--- config.mk ---
export PLATFORM = sky130hd
export DESIGN_NAME = cursor_line_edit_buffer_unit
export DESIGN_NICKNAME = d
export VERILOG_FILES = /design/src/rtl/core/cleb_pkg.sv /design/src/rtl/core/cursor_line_edit_buffer_unit.sv /design/src/rtl/core/cleb_cell.sv
export SDC_FILE = /design/constraint.sdc
export NUM_CORES = 1
export LEC_CHECK = 0
export BUFFER_PORTS_ARGS = -buffer_cell sky130_fd_sc_hd__buf_2
export CAP_MARGIN = 10
export CORE_ASPECT_RATIO = 2
export CORE_MARGIN = 3
export CORE_UTILIZATION = 42
export CTS_CLUSTER_SIZE = 25
export DETAILED_ROUTE_END_ITERATION = 7
export PLACE_DENSITY = 0.64
export SYNTH_ARGS = -nofsm -noshare
export SYNTH_HDL_FRONTEND = slang
export SYNTH_SLANG_ARGS = --single-unit
--- constraint.sdc ---
create_clock -name clk -period 4.35 [get_ports clk]
set_input_delay 0.87 -clock clk [delete_from_list [all_inputs] [get_ports clk]]
set_output_delay 0.87 -clock clk [all_outputs]
set_load 0.03 [all_outputs]
--- src/rtl/core/cleb_pkg.sv ---
package cleb_pkg;

	localparam int unsigned CHAR_W = 8;

	typedef enum logic [2:0] {
		ACT_INSERT = 3'd0,
		ACT_LEFT   = 3'd1,
		ACT_RIGHT  = 3'd2,
		ACT_BACK   = 3'd3,
		ACT_EOL    = 3'd4
	} action_t;

	typedef struct packed {
		logic [2:0]        action;
		logic [CHAR_W-1:0] key;
	} key_word_t;

	typedef struct packed {
		logic [CHAR_W-1:0] ch;
		logic              has_char;
		logic              last;
		logic              overflowed;
	} line_word_t;

	typedef enum logic [1:0] {
		CELL_HOLD,
		CELL_INS,
		CELL_DEL,
		CELL_SHIFT
	} cell_op_t;

	typedef struct packed {
		cell_op_t          op;
		logic [CHAR_W-1:0] key;
	} cell_ctl_t;

	typedef enum logic {
		ST_IDLE,
		ST_FLUSH
	} state_t;

endpackage

--- src/rtl/core/cursor_line_edit_buffer_unit.sv ---
// Keystroke line editor. The line sits in a row of LINE_DEPTH character
// cells in display order; a cursor count marks the split. Insert and
// backspace shift the cells at and after the cursor by one place, cursor
// moves only change the count, so no edit word stalls the key input.
// An end-of-line word is taken the same way; after it the row shifts toward
// cell 0 and one character is emitted per cycle while the output is not
// stalled (an empty line gives one word with no character); no key
// word is taken until the cycle after the last character has gone into the
// output register. Inserts into a full line are dropped and set a sticky
// overflow flag, cleared only by reset.
module cursor_line_edit_buffer_unit import cleb_pkg::*; #(
	parameter int unsigned LINE_DEPTH = 64
) (
	input  logic       clk,
	input  logic       arst_n,
	input  logic       key_valid,
	output logic       key_stall,
	input  key_word_t  key_word,
	output logic       line_valid,
	input  logic       line_stall,
	output line_word_t line_word
);

	localparam int unsigned CW = $clog2(LINE_DEPTH + 1);
	localparam logic [CW-1:0] DEPTH_C = CW'(LINE_DEPTH);
	localparam logic [CW-1:0] ONE_C   = CW'(1);

	state_t        state_q, state_d;
	logic [CW-1:0] cursor_q, total_q;
	logic          ovf_q;
	logic          out_valid_q;
	line_word_t    out_q;

	cell_ctl_t         ctl;
	logic              take, out_free, emit;
	logic [CHAR_W-1:0] cell_q [LINE_DEPTH];

	assign out_free = !out_valid_q || !line_stall;
	assign take     = key_valid && !key_stall;

	always_comb begin
		state_d = state_q;
		case (state_q)
			ST_IDLE: begin
				if (take && key_word.action == ACT_EOL) begin
					state_d = ST_FLUSH;
				end
			end
			ST_FLUSH: begin
				if (out_free && total_q <= ONE_C) begin
					state_d = ST_IDLE;
				end
			end
			default: state_d = ST_IDLE;
		endcase
	end

	always_comb begin
		key_stall = 1'b1;
		emit      = 1'b0;
		ctl.op    = CELL_HOLD;
		ctl.key   = key_word.key;
		case (state_q)
			ST_IDLE: begin
				key_stall = 1'b0;
				if (take) begin
					if (key_word.action == ACT_INSERT && total_q < DEPTH_C) begin
						ctl.op = CELL_INS;
					end else if (key_word.action == ACT_BACK && cursor_q != '0) begin
						ctl.op = CELL_DEL;
					end
				end
			end
			ST_FLUSH: begin
				emit = out_free;
				if (out_free) begin
					ctl.op = CELL_SHIFT;
				end
			end
			default: key_stall = 1'b1;
		endcase
	end

	for (genvar g = 0; g < LINE_DEPTH; g++) begin : g_cell
		logic [CHAR_W-1:0] lft, rgt;
		if (g == 0) begin : g_first
			assign lft = '0;
		end else begin : g_mid
			assign lft = cell_q[g-1];
		end
		if (g == LINE_DEPTH - 1) begin : g_end
			assign rgt = '0;
		end else begin : g_inner
			assign rgt = cell_q[g+1];
		end
		cleb_cell #(
			.IDX (g),
			.CW  (CW)
		) u_cell (
			.clk        (clk),
			.ctl        (ctl),
			.cursor     (cursor_q),
			.from_left  (lft),
			.from_right (rgt),
			.ch         (cell_q[g])
		);
	end

	always_ff @(posedge clk or negedge arst_n) begin
		if (!arst_n) begin
			state_q     <= ST_IDLE;
			cursor_q    <= '0;
			total_q     <= '0;
			ovf_q       <= 1'b0;
			out_valid_q <= 1'b0;
		end else begin
			state_q <= state_d;
			if (emit) begin
				out_valid_q <= 1'b1;
			end else if (!line_stall) begin
				out_valid_q <= 1'b0;
			end
			if (take) begin
				case (key_word.action)
					ACT_INSERT: begin
						if (total_q < DEPTH_C) begin
							cursor_q <= cursor_q + ONE_C;
							total_q  <= total_q + ONE_C;
						end else begin
							ovf_q <= 1'b1;
						end
					end
					ACT_LEFT: begin
						if (cursor_q != '0) begin
							cursor_q <= cursor_q - ONE_C;
						end
					end
					ACT_RIGHT: begin
						if (cursor_q < total_q) begin
							cursor_q <= cursor_q + ONE_C;
						end
					end
					ACT_BACK: begin
						if (cursor_q != '0) begin
							cursor_q <= cursor_q - ONE_C;
							total_q  <= total_q - ONE_C;
						end
					end
					default: cursor_q <= cursor_q;
				endcase
			end else if (emit) begin
				if (total_q <= ONE_C) begin
					total_q  <= '0;
					cursor_q <= '0;
				end else begin
					total_q <= total_q - ONE_C;
				end
			end
		end
	end

	always_ff @(posedge clk) begin
		if (emit) begin
			out_q.ch         <= (total_q == '0) ? '0 : cell_q[0];
			out_q.has_char   <= (total_q != '0);
			out_q.last       <= (total_q <= ONE_C);
			out_q.overflowed <= ovf_q;
		end
	end

	assign line_valid = out_valid_q;
	assign line_word  = out_q;

endmodule

--- src/rtl/core/cleb_cell.sv ---
module cleb_cell import cleb_pkg::*; #(
	parameter int unsigned IDX = 0,
	parameter int unsigned CW  = 7
) (
	input  logic              clk,
	input  cell_ctl_t         ctl,
	input  logic [CW-1:0]     cursor,
	input  logic [CHAR_W-1:0] from_left,
	input  logic [CHAR_W-1:0] from_right,
	output logic [CHAR_W-1:0] ch
);

	localparam logic [CW-1:0] POS      = CW'(IDX);
	localparam logic [CW-1:0] POS_NEXT = CW'(IDX + 1);

	logic [CHAR_W-1:0] ch_q;
	logic [CHAR_W-1:0] ch_d;

	always_comb begin
		ch_d = ch_q;
		case (ctl.op)
			CELL_INS: begin
				if (POS == cursor) begin
					ch_d = ctl.key;
				end else if (POS > cursor) begin
					ch_d = from_left;
				end
			end
			// backspace: cells from cursor-1 upward close the gap
			CELL_DEL: begin
				if (POS_NEXT >= cursor) begin
					ch_d = from_right;
				end
			end
			CELL_SHIFT: ch_d = from_right;
			default:    ch_d = ch_q;
		endcase
	end

	always_ff @(posedge clk) begin
		ch_q <= ch_d;
	end

	assign ch = ch_q;

endmodule
### Yosys cells after proc, flatten, opt, wreduce, memory -nomap -nowiden

Index checks and enable logic that the tools add are counted.

* memories: 0
* input bits: 15
* register bits after elaboration: 540
* memory bits (writable): 0
* word-level logic and storage cells: 780
* bits in latches: 0
* bits in read-only memories: 0

* add/sub/neg operators: 4
* bitwise logic cells: 2
* reductions and logical operators: 84
* multiply operators: 0
* shift operators: 0
* magnitude comparators: 131
* muxes and demuxes: 281
* equal/unequal tests: 205
* divide/modulo/power cells: 0

Operators by type and width (number)
* 2-to-1 mux 8 bit: 192
* one-hot mux 8 bit (3 select lines): 64
* == test 6 x 7 -> 1 bit, first input constant: 32
* >= comparator 6 x 7 -> 1 bit, first input constant: 32
* greater-than comparator 6 x 7 -> 1 bit, first input constant: 32
* != test 3 x 1 -> 1 bit, second input constant: 65
* AND reduction 3 bit: 65
* != test 2 x 1 -> 1 bit, second input constant: 65
* == test 5 x 7 -> 1 bit, first input constant: 16
* >= comparator 5 x 7 -> 1 bit, first input constant: 16
* greater-than comparator 5 x 7 -> 1 bit, first input constant: 16
* 2-to-1 mux 7 bit: 11
* == test 4 x 7 -> 1 bit, first input constant: 8
* >= comparator 4 x 7 -> 1 bit, first input constant: 8
* greater-than comparator 4 x 7 -> 1 bit, first input constant: 8
* == test 3 x 7 -> 1 bit, first input constant: 4
* >= comparator 3 x 7 -> 1 bit, first input constant: 4
* greater-than comparator 3 x 7 -> 1 bit, first input constant: 4
* one-hot mux 7 bit (3 select lines): 1
* adder 7 x 1 -> 7 bit, second input constant: 2
* == test 2 x 7 -> 1 bit, first input constant: 2
* >= comparator 2 x 7 -> 1 bit, first input constant: 2
* greater-than comparator 1 x 7 -> 1 bit, first input constant: 2
* greater-than comparator 2 x 7 -> 1 bit, first input constant: 2
* other kinds (32): 54

### Longest topological paths before layout

Gate-level depths: netlist of the first run.

* depth after elaboration: 9
* depth in mapped cells: 13
* depth with buffers taken out: 8

### Least setup slack after synthesis of the first run

No wires, ideal clock.

* path type: input to register
* from: input key_word[10] in the netlist's numbering
* to: register g_cell[47].u_cell.ch_q[0], enable pin
* data arrival time: 2880 ps
* setup slack: 1066 ps
* path buffers: 1
* data required time: 3946 ps
* stages on the path: 5
* cell sequence: nand2b_1 buf_2 a2111oi_4 nor2_1 o311ai_0

* word-level cells in the longest chain between the ends: 9
* elaborated cells on any way between the ends: 15
* classes of those cells: 6 x eq/ne; 4 x mux; 5 x reduce/logical

Ends and longest elaborated chain
* from (decl): line cursor_line_edit_buffer_unit.sv:18 `input key_word_t key_word,`
* == test 3 x 2 -> 1 bit: line cursor_line_edit_buffer_unit.sv:69 `end else if (key_word.action == ACT_BACK && cursor_q != '0) begin`
* logical AND 1 bit: line cursor_line_edit_buffer_unit.sv:69
* 2-to-1 mux 2 bit: line cursor_line_edit_buffer_unit.sv:69
* 2-to-1 mux 2 bit *: line cursor_line_edit_buffer_unit.sv:67 `if (key_word.action == ACT_INSERT && total_q < DEPTH_C) begin`
* 2-to-1 mux 2 bit *: line cursor_line_edit_buffer_unit.sv:66 `if (take) begin`
* one-hot mux 2 bit (2 select lines) *: line cursor_line_edit_buffer_unit.sv:63 `case (state_q)`
* == test 2 x 1 -> 1 bit or == test 2 bit (tied branches): line cleb_cell.sv:21 `case (ctl.op)`
* != test 3 x 1 -> 1 bit (no line), or another cell as far along
* AND reduction 3 bit (no line) *
* to (signal assigned): line cleb_cell.sv:41 `ch_q <= ch_d;`
* to (decl): line cleb_cell.sv:16 `logic [CHAR_W-1:0] ch_q;`

Every way passes the cells marked *; elsewhere a longest branch is shown, timed or not.
A chain may end at the register's enable or synchronous reset.

### Worst setup path after layout of the first run

* from: register cursor_q[0]
* to: register g_cell[0].u_cell.ch_q[3], enable pin

* word-level cells in the longest chain between the ends: 9
* elaborated cells on any way between the ends: 16
* classes of those cells: 2 x order compare; 5 x eq/ne; 4 x mux; 5 x reduce/logical

Ends and longest elaborated chain
* from (decl): line cursor_line_edit_buffer_unit.sv:29 `logic [CW-1:0] cursor_q, total_q;`
* from (signal assigned): line cursor_line_edit_buffer_unit.sv:127 `cursor_q <= cursor_q + ONE_C;`
* from (signal assigned): line cursor_line_edit_buffer_unit.sv:135 `cursor_q <= cursor_q - ONE_C;`
* from (signal assigned): line cursor_line_edit_buffer_unit.sv:140 `cursor_q <= cursor_q + ONE_C;`
* nonzero test 7 bit: line cursor_line_edit_buffer_unit.sv:69
* logical AND 1 bit: line cursor_line_edit_buffer_unit.sv:69
* 2-to-1 mux 2 bit: line cursor_line_edit_buffer_unit.sv:69
* 2-to-1 mux 2 bit: line cursor_line_edit_buffer_unit.sv:67
* 2-to-1 mux 2 bit: line cursor_line_edit_buffer_unit.sv:66
* one-hot mux 2 bit (2 select lines): line cursor_line_edit_buffer_unit.sv:63
* == test 2 x 1 -> 1 bit or == test 2 bit (tied branches): line cleb_cell.sv:21
* != test 3 x 1 -> 1 bit (no line), or another cell as far along
* AND reduction 3 bit (no line) *
* to (signal assigned): line cleb_cell.sv:41
* to (decl): line cleb_cell.sv:16

Marked as above.

==> results.md, run 1 <==
- Nets: 2744
- Clock slew at the register clock pins of the worst setup and hold paths: 0.07 ns
- Hold Crit Class: in -> async
- Num ports: 28
- Syn_nets: 2808
- Worst path max stage delay: 1.06 ns
- Max Transition Viols Final: 0
- Latest clock arrival within the worst-skew pair: 0.60 ns
- CTS resizes: 0
- Number of synthesized flops with an enable pin: 523
- HPWL Detailed: 63020 µm
- CTS H-tree lvls: 2
- P per Cell Area: 842.8 mW/mm²
- Worst-path maximum fanout: 37
- CTS max path bufs: 3
- CTS root buf: clkbuf_16
- Total core area: 0.06977 mm²
- Die area: 0.07402 mm²
- Non-filler cells, final: 3653
- First-pass GRT wire length: 134300 µm
- Vias/cell: 5.897
- Clk sinks: 540
- CTS Buf Count: 48
- Crit path max-delay family: simple AND/OR/NAND/NOR gates
- Initial antenna violation count: 1
- # rows: 137
- GRT Util Overall: 23.11%
- Gp weighted congestion: 0.9414
- Pwr Total: 26.97 mW
- Inst Count DP: 3566
- First DRT Iteration DRCs: 1972
- Syn-to-layout area delta: 7.894%
- Avg Cell Area, Syn: 10.68 µm²
- Most common cell after layout, fill and taps aside: nand2_1
- Worst path cell trace: inv_1 -> ha_1 -> nor3b_4 -> buf_4 -> a2111o_1 -> nand2_8 -> nor2_2 -> o22ai_1
- GRT overflow: 0
- Postcts setup bufs: 0
- Post-Route Setup TNS: 0 ns
- Vias: 21.54k
- Initial core utilization: 42.51%
- RSZ-0062 raised after global routing: false
- Final hold slack: 0.2193 ns
- Status: completed
- Pin count of the biggest net entering global routing: 226
- DRT Pass-1 Iters: 6
- Cell variety after synth: 71
- Final Setup Violations: 0
- Data arrival, critical path: 3.90 ns
- TritonCTS clock tree: done
- Post-Syn Instances: 2777
- Hold Violations, Final: 0
- Clk_skew: 0.02416 ns
- Most frequent cells in the layout: nand2_1, edfxtp_1, mux2i_1
- Final Critical Period: 3.678 ns
- Die W: 193.9 µm
- Wire length per cell: 24.00 µm
- DRC viols: 0
- Sequential share of the synthesized area: 54.39%
- Number of max-cap violations: 0
- Critical path buffers and inverters: 2
- Crit Path Class: reg -> reg
- Vias in the first global route: 22.42k
- Mapped cell area: 0.02965 mm²
- Max VDD drop: 1.239 mV
- Yosys Warn Count: 0
- Die H: 381.8 µm
- Worst-Margin Slew: 1.290 ns
- Worst Setup End Kind: register
- Hold_buf cts: 0
- Fraction of registers with async set/reset: 3.148%
- Crit start category: register
- CP required: 4.57 ns
- Lkg Pwr: 11.64 nW
- Most common flop cell mapped by yosys: edfxtp_1
- I/O Buffers: 27
- # diodes: 0
- Worst rel slew slack: 13.91%
- Max Freq: 271.9 MHz
- Total routed wirelength: 87680 µm
- #FFs+latches synth: 540
- Antenna-violating nets left: 0
- Share of layout cells above drive strength 1: 8.000%
- Fin crit share: 84.55%
- Slowest stage cell on the critical path: nor2_2
## final cells by class
class	instances	area, µm²
clock buffers	59	1242
multi-input cells	1991	12340
clock inverters	28	195.2
fillers	6520	37770
well taps	903	1130
inverters	13	48.80
flip-flops and latches	540	16130
repair buffers	119	913.4
## final timing paths
path / start / to / slack, ns / cells after the start
min in group clk: line_stall / line_valid$_DFFE_PN0P_ / 0.53 / 3
min: arst_n / state_q$_DFF_PN0_ / 0.22 / 1
max in group asynchronous: arst_n / total_q[2]$_DFFE_PN0P_ / 3.81 / 1
min reg2reg: ovf_q$_DFFE_PN0P_ / line_word[0]$_DFFE_PP_ / 0.53 / 0
max: cursor_q[0]$_DFFE_PN0P_ / g_cell[0].u_cell.ch[3]$_DFFE_PP_ / 0.67 / 8
max reg2reg: cursor_q[0]$_DFFE_PN0P_ / g_cell[0].u_cell.ch[3]$_DFFE_PP_ / 0.67 / 8
## flip-flops by register name, indices dropped and copies added (netlist names)
register          cells
total_q               7
ovf_q                 1
cursor_q              7
state_q               1
line_valid            1
line_word            11
g_cell.u_cell.ch    512
## worst register-to-register path: stages (launching register included)
cell,delay [ns]
dfrtp_1,0.37
inv_1,0.17
ha_1,0.20
nor3b_4,0.17
buf_4,0.22
a2111o_1,0.29
nand2_8,0.22
nor2_2,1.09
o22ai_1,0.56
## kinds of logic (layout without fill, tap and decap cells)
logic type,after synthesis,count (layout),synth area share [%]
xor gates and xnor gates,1,1,0.02954
and+or+nand+nor,755,755,10.67
buffers and inverters,246,219,4.055
muxes,504,504,17.01
adders and majority gates,16,16,0.6751
DFF,540,540,54.39
AOI/OAI and AO/OA,715,715,13.16
## per-layer routing
| metal | vias up | global-route usage [%] | wire length (µm) | share of wire (%) |
|---|---|---|---|---|
| met5 | - | 0 | 0 | 0 |
| met4 | 0 | 15.57 | 6716 | 7.7 |
| met3 | 305 | 2.480 | 3814 | 4.4 |
| met2 | 743 | 42.68 | 46450 | 53 |
| met1 | 10507 | 24.66 | 30700 | 35 |
| li1 | 9987 | - | - | - |
## cells in the mapped netlist, types with 4 or more instances
cell / instances / area [µm²]
nand3_1: 17 / 85.08
o221ai_1: 5 / 43.79
and3_1: 9 / 56.30
mux2i_1: 504 / 5045
buf_1: 14 / 52.55
nor2b_1: 6 / 37.54
nand4_1: 6 / 37.54
o31ai_1: 7 / 52.55
nor2_1: 63 / 236.5
inv_1: 12 / 45.04
a21o_1: 5 / 37.54
a21oi_1: 76 / 380.4
buf_4: 59 / 442.9
a221o_1: 8 / 80.08
o21ai_1: 153 / 765.7
a22oi_1: 5 / 37.54
o22ai_1: 8 / 50.05
a31oi_1: 13 / 81.33
edfxtp_1: 523 / 15710
buf_2: 20 / 100.1
buf_6: 4 / 45.04
or2_2: 4 / 25.02
and2_1: 14 / 87.58
ha_1: 16 / 200.2
a22o_1: 9 / 78.83
or3_1: 4 / 25.02
a211oi_1: 4 / 30.03
dfrtp_1: 17 / 425.4
o211ai_1: 6 / 45.04
nand2b_1: 10 / 62.56
nor3_1: 12 / 60.06
clkbuf_1: 134 / 503.0
nand2_1: 571 / 2143
nor2_2: 22 / 137.6
o21ai_0: 391 / 1957
## report_power, final
group	switching (mW)	internal (mW)	total, mW
clock network	1.96	2.15	4.11
logic	7.19	3.36	10.6
registers	1.90	10.4	12.3
## through the flow
stage	cell area [µm²]	setup WS, ns	utilization (%)
final	32000	0.6719	45.86
after floorplan	29650	1.066	-
after CTS	32000	0.7815	45.86
after detailed placement	30560	0.5736	43.80
after global placement	30550	0.6319	43.79
after global routing	32000	0.5825	45.86
No activity file was read; power rests on OpenSTA's default activity.
==> run 2, diff against run 1 <==
==> constraint.sdc (replaced) <==
create_clock -name clk -period 3.55 [get_ports clk]
set_input_delay 0.71 -clock clk [delete_from_list [all_inputs] [get_ports clk]]
set_output_delay 0.71 -clock clk [all_outputs]
set_load 0.03 [all_outputs]
==> results.md, run 2 (same netlist as run 1, synthesis figures left out) <==
- Status: completed
- Share of layout cells above drive strength 1: 9.387%
- CTS H-tree lvls: 2
- Reg with most FFs: g_cell.u_cell.ch
- I/O Buffers: 27
- Final Setup Violations: 0
- Syn-to-layout area delta: 9.147%
- Final hold slack: 0.06423 ns
- # rows: 137
- GRT Util Overall: 23.45%
- Hold_buf cts: 0
- Nets: 2789
- Worst-Margin Slew: 1.341 ns
- Vias in the first global route: 22.58k
- Num ports: 28
- Vias: 21.74k
- Post-Route Setup TNS: 0 ns
- Wire length per cell: 24.25 µm
- Largest register FFs: 512
- Crit start category: register
- Worst path cell trace: inv_1 -> ha_1 -> nor3b_4 -> buf_4 -> a2111oi_4 -> nor2_1 -> nand2_1 -> nand2_1 -> o311ai_1 -> buf_4
- RSZ-0062 raised after global routing: false
- First DRT Iteration DRCs: 1712
- Worst Setup End Kind: register
- Vias/cell: 5.884
- Die H: 381.8 µm
- Filler cells: 6371
- Worst path max stage delay: 0.80 ns
- DRT Pass-1 Iters: 6
- Hold Crit Class: in -> async
- Max Freq: 301.1 MHz
- Initial antenna violation count: 0
- Worst-path maximum fanout: 10
- GRT overflow: 0
- Total routed wirelength: 89610 µm
- Number of max-cap violations: 0
- Lkg Pwr: 11.87 nW
- Max Transition Viols Final: 0
- Postcts setup bufs: 0
- CP required: 3.88 ns
- Clock slew at the register clock pins of the worst setup and hold paths: 0.07 ns
- Gp weighted congestion: 1.002
- Total core area: 0.06977 mm²
- Area of the multi-input gates: 0.01234 mm²
- CTS max path bufs: 3
- Pre-CTS setup slack: 0.2882 ns
- TritonCTS clock tree: done
- P per Cell Area: 1031 mW/mm²
- Post-route cell area: 0.03237 mm²
- Latest clock arrival within the worst-skew pair: 0.59 ns
- First-pass GRT wire length: 135600 µm
- Die area: 0.07402 mm²
- FF-to-FF setup slack: 0.23 ns
- Antenna-violating nets left: 0
- Register Area: 0.01613 mm²
- Most common cell after layout, fill and taps aside: nand2_1
- Clk_skew: 0.01746 ns
- Dpl cell area: 0.03096 mm²
- Initial core utilization: 42.51%
- Die W: 193.9 µm
- Fin crit share: 93.56%
- Most frequent cells in the layout: nand2_1, edfxtp_1, mux2i_1
- Data arrival, critical path: 3.65 ns
- Final Critical Period: 3.321 ns
- HPWL Detailed: 65200 µm
- Hold Violations, Final: 0
- Crit Path Class: reg -> reg
- DRC viols: 0
- Pin count of the biggest net entering global routing: 196
- CTS Buf Count: 47
- Worst rel slew slack: 10.53%
- Clk sinks: 540
- Crit path max-delay family: simple AND/OR/NAND/NOR gates
- CTS resizes: 0
- Max VDD drop: 0.5963 mV
- Slowest stage cell on the critical path: nor2_1
- CTS root buf: clkbuf_16
- Critical path buffers and inverters: 3
- Final worst setup slack: 0.2287 ns
-- run 2: final timing paths --
check	cells after the start	to	start
worst max register to register	10	g_cell[47].u_cell.ch[5]$_DFFE_PP_	cursor_q[1]$_DFFE_PN0P_
worst max-delay path	10	g_cell[47].u_cell.ch[5]$_DFFE_PP_	cursor_q[1]$_DFFE_PN0P_
worst min-delay path	1	line_valid$_DFFE_PN0P_	arst_n
worst min register to register	0	line_word[0]$_DFFE_PP_	ovf_q$_DFFE_PN0P_
min in group clk	3	line_valid$_DFFE_PN0P_	line_stall
max in group asynchronous	1	total_q[1]$_DFFE_PN0P_	arst_n
-- run 2: final cells by class --
type	count	share of cell area (%)
inverters	13	0.1508
well taps	903	3.491
clock inverters	17	0.3170
multi-input cells	1991	38.11
repair buffers	165	4.082
flip-flops and latches	540	49.84
diodes	1	0.007731
clock buffers	65	4.005
-- run 2: where the power goes --
part | total [mW] | switching (mW) | internal, mW | leakage (nW)
clock | 4.97 | 2.35 | 2.62 | 0.685
sequential | 15.1 | 2.33 | 12.7 | 5.33
combinational | 13.4 | 8.96 | 4.40 | 5.86
total | 33.4 | 13.6 | 19.7 | 11.9
-- run 2: per-stage QoR --
step | power, mW | cells | util, %
after floorplan | 23.39 | 2777 | -
after global placement | 27.72 | 3611 | 44.38
after detailed placement | 28.33 | 3611 | 44.38
after CTS | 33.32 | 3693 | 46.38
after global routing | 35.37 | 3694 | 46.39
final | 33.38 | 3695 | 46.39
-- run 2: per-layer routing --
layer	wire [µm]	GRT usage, %
met1	31080	24.58
met2	48020	44.13
met3	3925	2.427
met4	6586	15.32
met5	0	0
==> run 3, diff against run 2 <==
--- a/config.mk
+++ b/config.mk
@@ -8,11 +8,11 @@
 export BUFFER_PORTS_ARGS = -buffer_cell sky130_fd_sc_hd__buf_2
 export CAP_MARGIN = 10
 export CORE_ASPECT_RATIO = 2
-export CORE_MARGIN = 3
 export CORE_UTILIZATION = 42
 export CTS_CLUSTER_SIZE = 25
 export DETAILED_ROUTE_END_ITERATION = 7
-export PLACE_DENSITY = 0.64
+export PLACE_DENSITY = 0.66
 export SYNTH_ARGS = -nofsm -noshare
 export SYNTH_HDL_FRONTEND = slang
+export SYNTH_HIERARCHICAL = 1
 export SYNTH_SLANG_ARGS = --single-unit
==> constraint.sdc (replaced) <==
create_clock -name clk -period 2.8 [get_ports clk]
set_input_delay 0.56 -clock clk [delete_from_list [all_inputs] [get_ports clk]]
set_output_delay 0.56 -clock clk [all_outputs]
set_load 0.03 [all_outputs]
==> results.md, run 3 <==
- Yosys top cell by area: edfxtp_1
- First DRT Iteration DRCs: 2782
- Cell variety after synth: 113
- Hold Violations, Final: 0
- Worst-path maximum fanout: 25
- I/O Buffers: 27
- # rows: 149
- Pin count of the biggest net entering global routing: 79
- Status: complete, but fails checks
- Synth top area share: 44.71%
- Worst Setup SP: cursor_q[4]$_DFFE_PN0P_
- Max Transition Viols Final: 0
- Total core area: 0.08259 mm²
- Hold Crit Class: in -> reg
- Fraction of registers with async set/reset: 3.148%
- Max Freq: 372.5 MHz
- Sw Share: 44.19%
- Clock share of power: 12.4%
- Crit Path Class: reg -> reg
- Worst r2r src: cursor_q[4]$_DFFE_PN0P_
- Inst Count DP: 4541
- Sequential share of the synthesized area: 45.92%
- Most frequent cell after synthesis: edfxtp_1
- Top cells by count, synth: edfxtp_1, o21ai_1, a31oi_1
- P per Cell Area: 1523 mW/mm²
- Wire length per cell: 23.82 µm
- Avg Cell Area, Syn: 10.17 µm²
- FF-to-FF setup slack: 0.12 ns
- Vias: 30.32k
- Number of max-cap violations: 0
- Critical R2R Capture: g_cell[35].u_cell/ch[2]$_DFFE_PP_
- GRT overflow: 0
- Max VDD drop: 0.9115 mV
- Number of synthesized flops with an enable pin: 523
- Share of layout cells above drive strength 1: 13.92%
- Gp weighted congestion: 0.9169
- Min-Delay Startpoint: key_word[10]
- CP required: 3.14 ns
- Initial antenna violation count: 0
- Filler cells: 7591
- Lkg Pwr: 12.89 nW
- Hold path depth: 2
- Vias in the first global route: 30.23k
- R2R depth: 9
- Latest clock arrival within the worst-skew pair: 0.64 ns
- Total routed wirelength: 110400 µm
- CTS Buf Count: 51
- Yosys Warn Count: 6
- First-pass GRT wire length: 170600 µm
- Crit start category: register
- Die H: 411 µm
- Antenna-violating nets left: 0
- RSZ-0062 raised after global routing: false
- Num ports: 28
- TritonCTS clock tree: done
- Internal power: 33.42 mW
- Worst Setup End Kind: register
- Syn-to-layout area delta: 11.95%
- CTS root buf: clkbuf_16
- Switching power: 26.46 mW
- Min-Delay Endpoint: state_q$_DFF_PN0_
- Pwr Total: 59.88 mW
- Vias/cell: 6.542
- Most common cell after layout, fill and taps aside: edfxtp_1
- Die area: 0.08487 mm²
- Post-Syn Instances: 3453
- DRT Pass-1 Iters: 7
- CTS H-tree lvls: 2
- Final Critical Period: 2.684 ns
- #FFs+latches synth: 540
- Fin crit share: 95.87%
- Reg power frac: 33.8%
- Clock slew at the register clock pins of the worst setup and hold paths: 0.07 ns
- Final Setup Violations: 0
- Nets: 3570
- Reg with most FFs: g_cell.u_cell/ch
- Largest register FFs: 512
- Most common flop cell mapped by yosys: edfxtp_1
- Failing checks: DRC
- GRT Util Overall: 25.51%
- # diodes: 0
- Initial core utilization: 42.53%
- HPWL Detailed: 76440 µm
- DRC viols: 5
- Gate power share: 53.8%
- Top cells by area, synth: edfxtp_1, a31oi_1, nor2b_1, a2bb2oi_1, a41oi_1
- Clk_skew: 0.02395 ns
- Worst rel slew slack: 42.55%
- Worst-Margin Slew: 0.8551 ns
- Die W: 206.5 µm
- Data arrival, critical path: 3.02 ns
- Most frequent cells in the layout: edfxtp_1, o21ai_1, a31oi_1
- Non-filler cells, final: 4635
- Mapped cell area: 0.03513 mm²
- CTS max path bufs: 3
- Clk sinks: 540
## run 3: how the worst max path moves through the flow
| stage | endpoint | slack [ns] | cells past startpoint |
|---|---|---|---|
| after floorplan | g_cell[25].u_cell/ch[0]$_DFFE_PP_ | -1.49 | 8 |
| after global placement | g_cell[51].u_cell/ch[4]$_DFFE_PP_ | -0.05 | 10 |
| after detailed placement | g_cell[27].u_cell/ch[0]$_DFFE_PP_ | -0.12 | 8 |
| after CTS | g_cell[51].u_cell/ch[6]$_DFFE_PP_ | 0.12 | 11 |
| after global routing | g_cell[44].u_cell/ch[4]$_DFFE_PP_ | 0.01 | 11 |
| final | g_cell[35].u_cell/ch[2]$_DFFE_PP_ | 0.12 | 9 |
## run 3: repair_timing
action,4_1_cts,5_1_grt
hold buffers,1,0
hold endpoints to repair,17,0
setup buffers,0,1
endpoints found under the setup margin,0,18
resized for setup,0,3
## run 3: cell type report
type / count / area [µm²] / area share [%]
Inverter: 149 / 585.6 / 1.489
Clock buffer: 63 / 1373 / 3.490
Tap cell: 1057 / 1323 / 3.363
Multi-Input combinational cell: 2541 / 17160 / 43.63
Clock inverter: 29 / 337.8 / 0.8591
Timing Repair Buffer: 256 / 2390 / 6.077
Sequential cell: 540 / 16160 / 41.09
## run 3: worst max-delay path: stages, from the launching register on
cell and delay (ns):
dfrtp_4 0.51, nor4_1 0.31, buf_4 0.17, nand2_1 0.07
nand2_2 0.15, nand2_8 0.12, buf_12 0.19, buf_4 0.18
and4b_1 0.18, o32a_1 0.49
## run 3: stage by stage
step / hold WS (ns) / worst slack (ns) / util (%) / TNS, ns / cell area (µm²)
final: 0.2665 / 0.1156 / 47.62 / 0 / 39330
after global routing: 0.2618 / 0.01189 / 47.62 / 0 / 39330
after CTS: 0.2313 / 0.1240 / 47.59 / 0 / 39310
after detailed placement: 0.4778 / -0.1200 / 45.51 / -1.324 / 37590
after global placement: 0.4677 / -0.05241 / 45.51 / -0.4177 / 37590
after floorplan: 0.2644 / -1.492 / - / -848.05 / 35450
## run 3: cells by family after synthesis
logic type      share of synthesized area, %
flops                                  45.92
compound gates                         28.78
buf+inv                                5.802
mux                                   0.2565
other cells                          0.01068
fa+ha+maj                             0.5913
simple gates                           18.60
xor+xnor                             0.04987
## run 3: power by group through the flow
stage	Clock (mW)	Sequential [mW]	Combinational, mW
after floorplan	0	20.3	21.5
after global placement	0	20.2	31.2
after detailed placement	0	20.3	31.8
after CTS	7.54	20.2	31.8
after global routing	7.75	20.6	34.9
final	7.41	20.2	32.2
## run 3: metal layers
metal  vias up  part of all wire (%)  global-route usage, %  routed length (µm)
met4         0                   6.2                  15.62                6807
met2      1208                    53                  46.85               58430
li1      14119                     -                      -                   -
met1     14638                    36                  27.67               39720
met5         -                     0                      0                   0
met3       358                   4.9                  2.494                5463
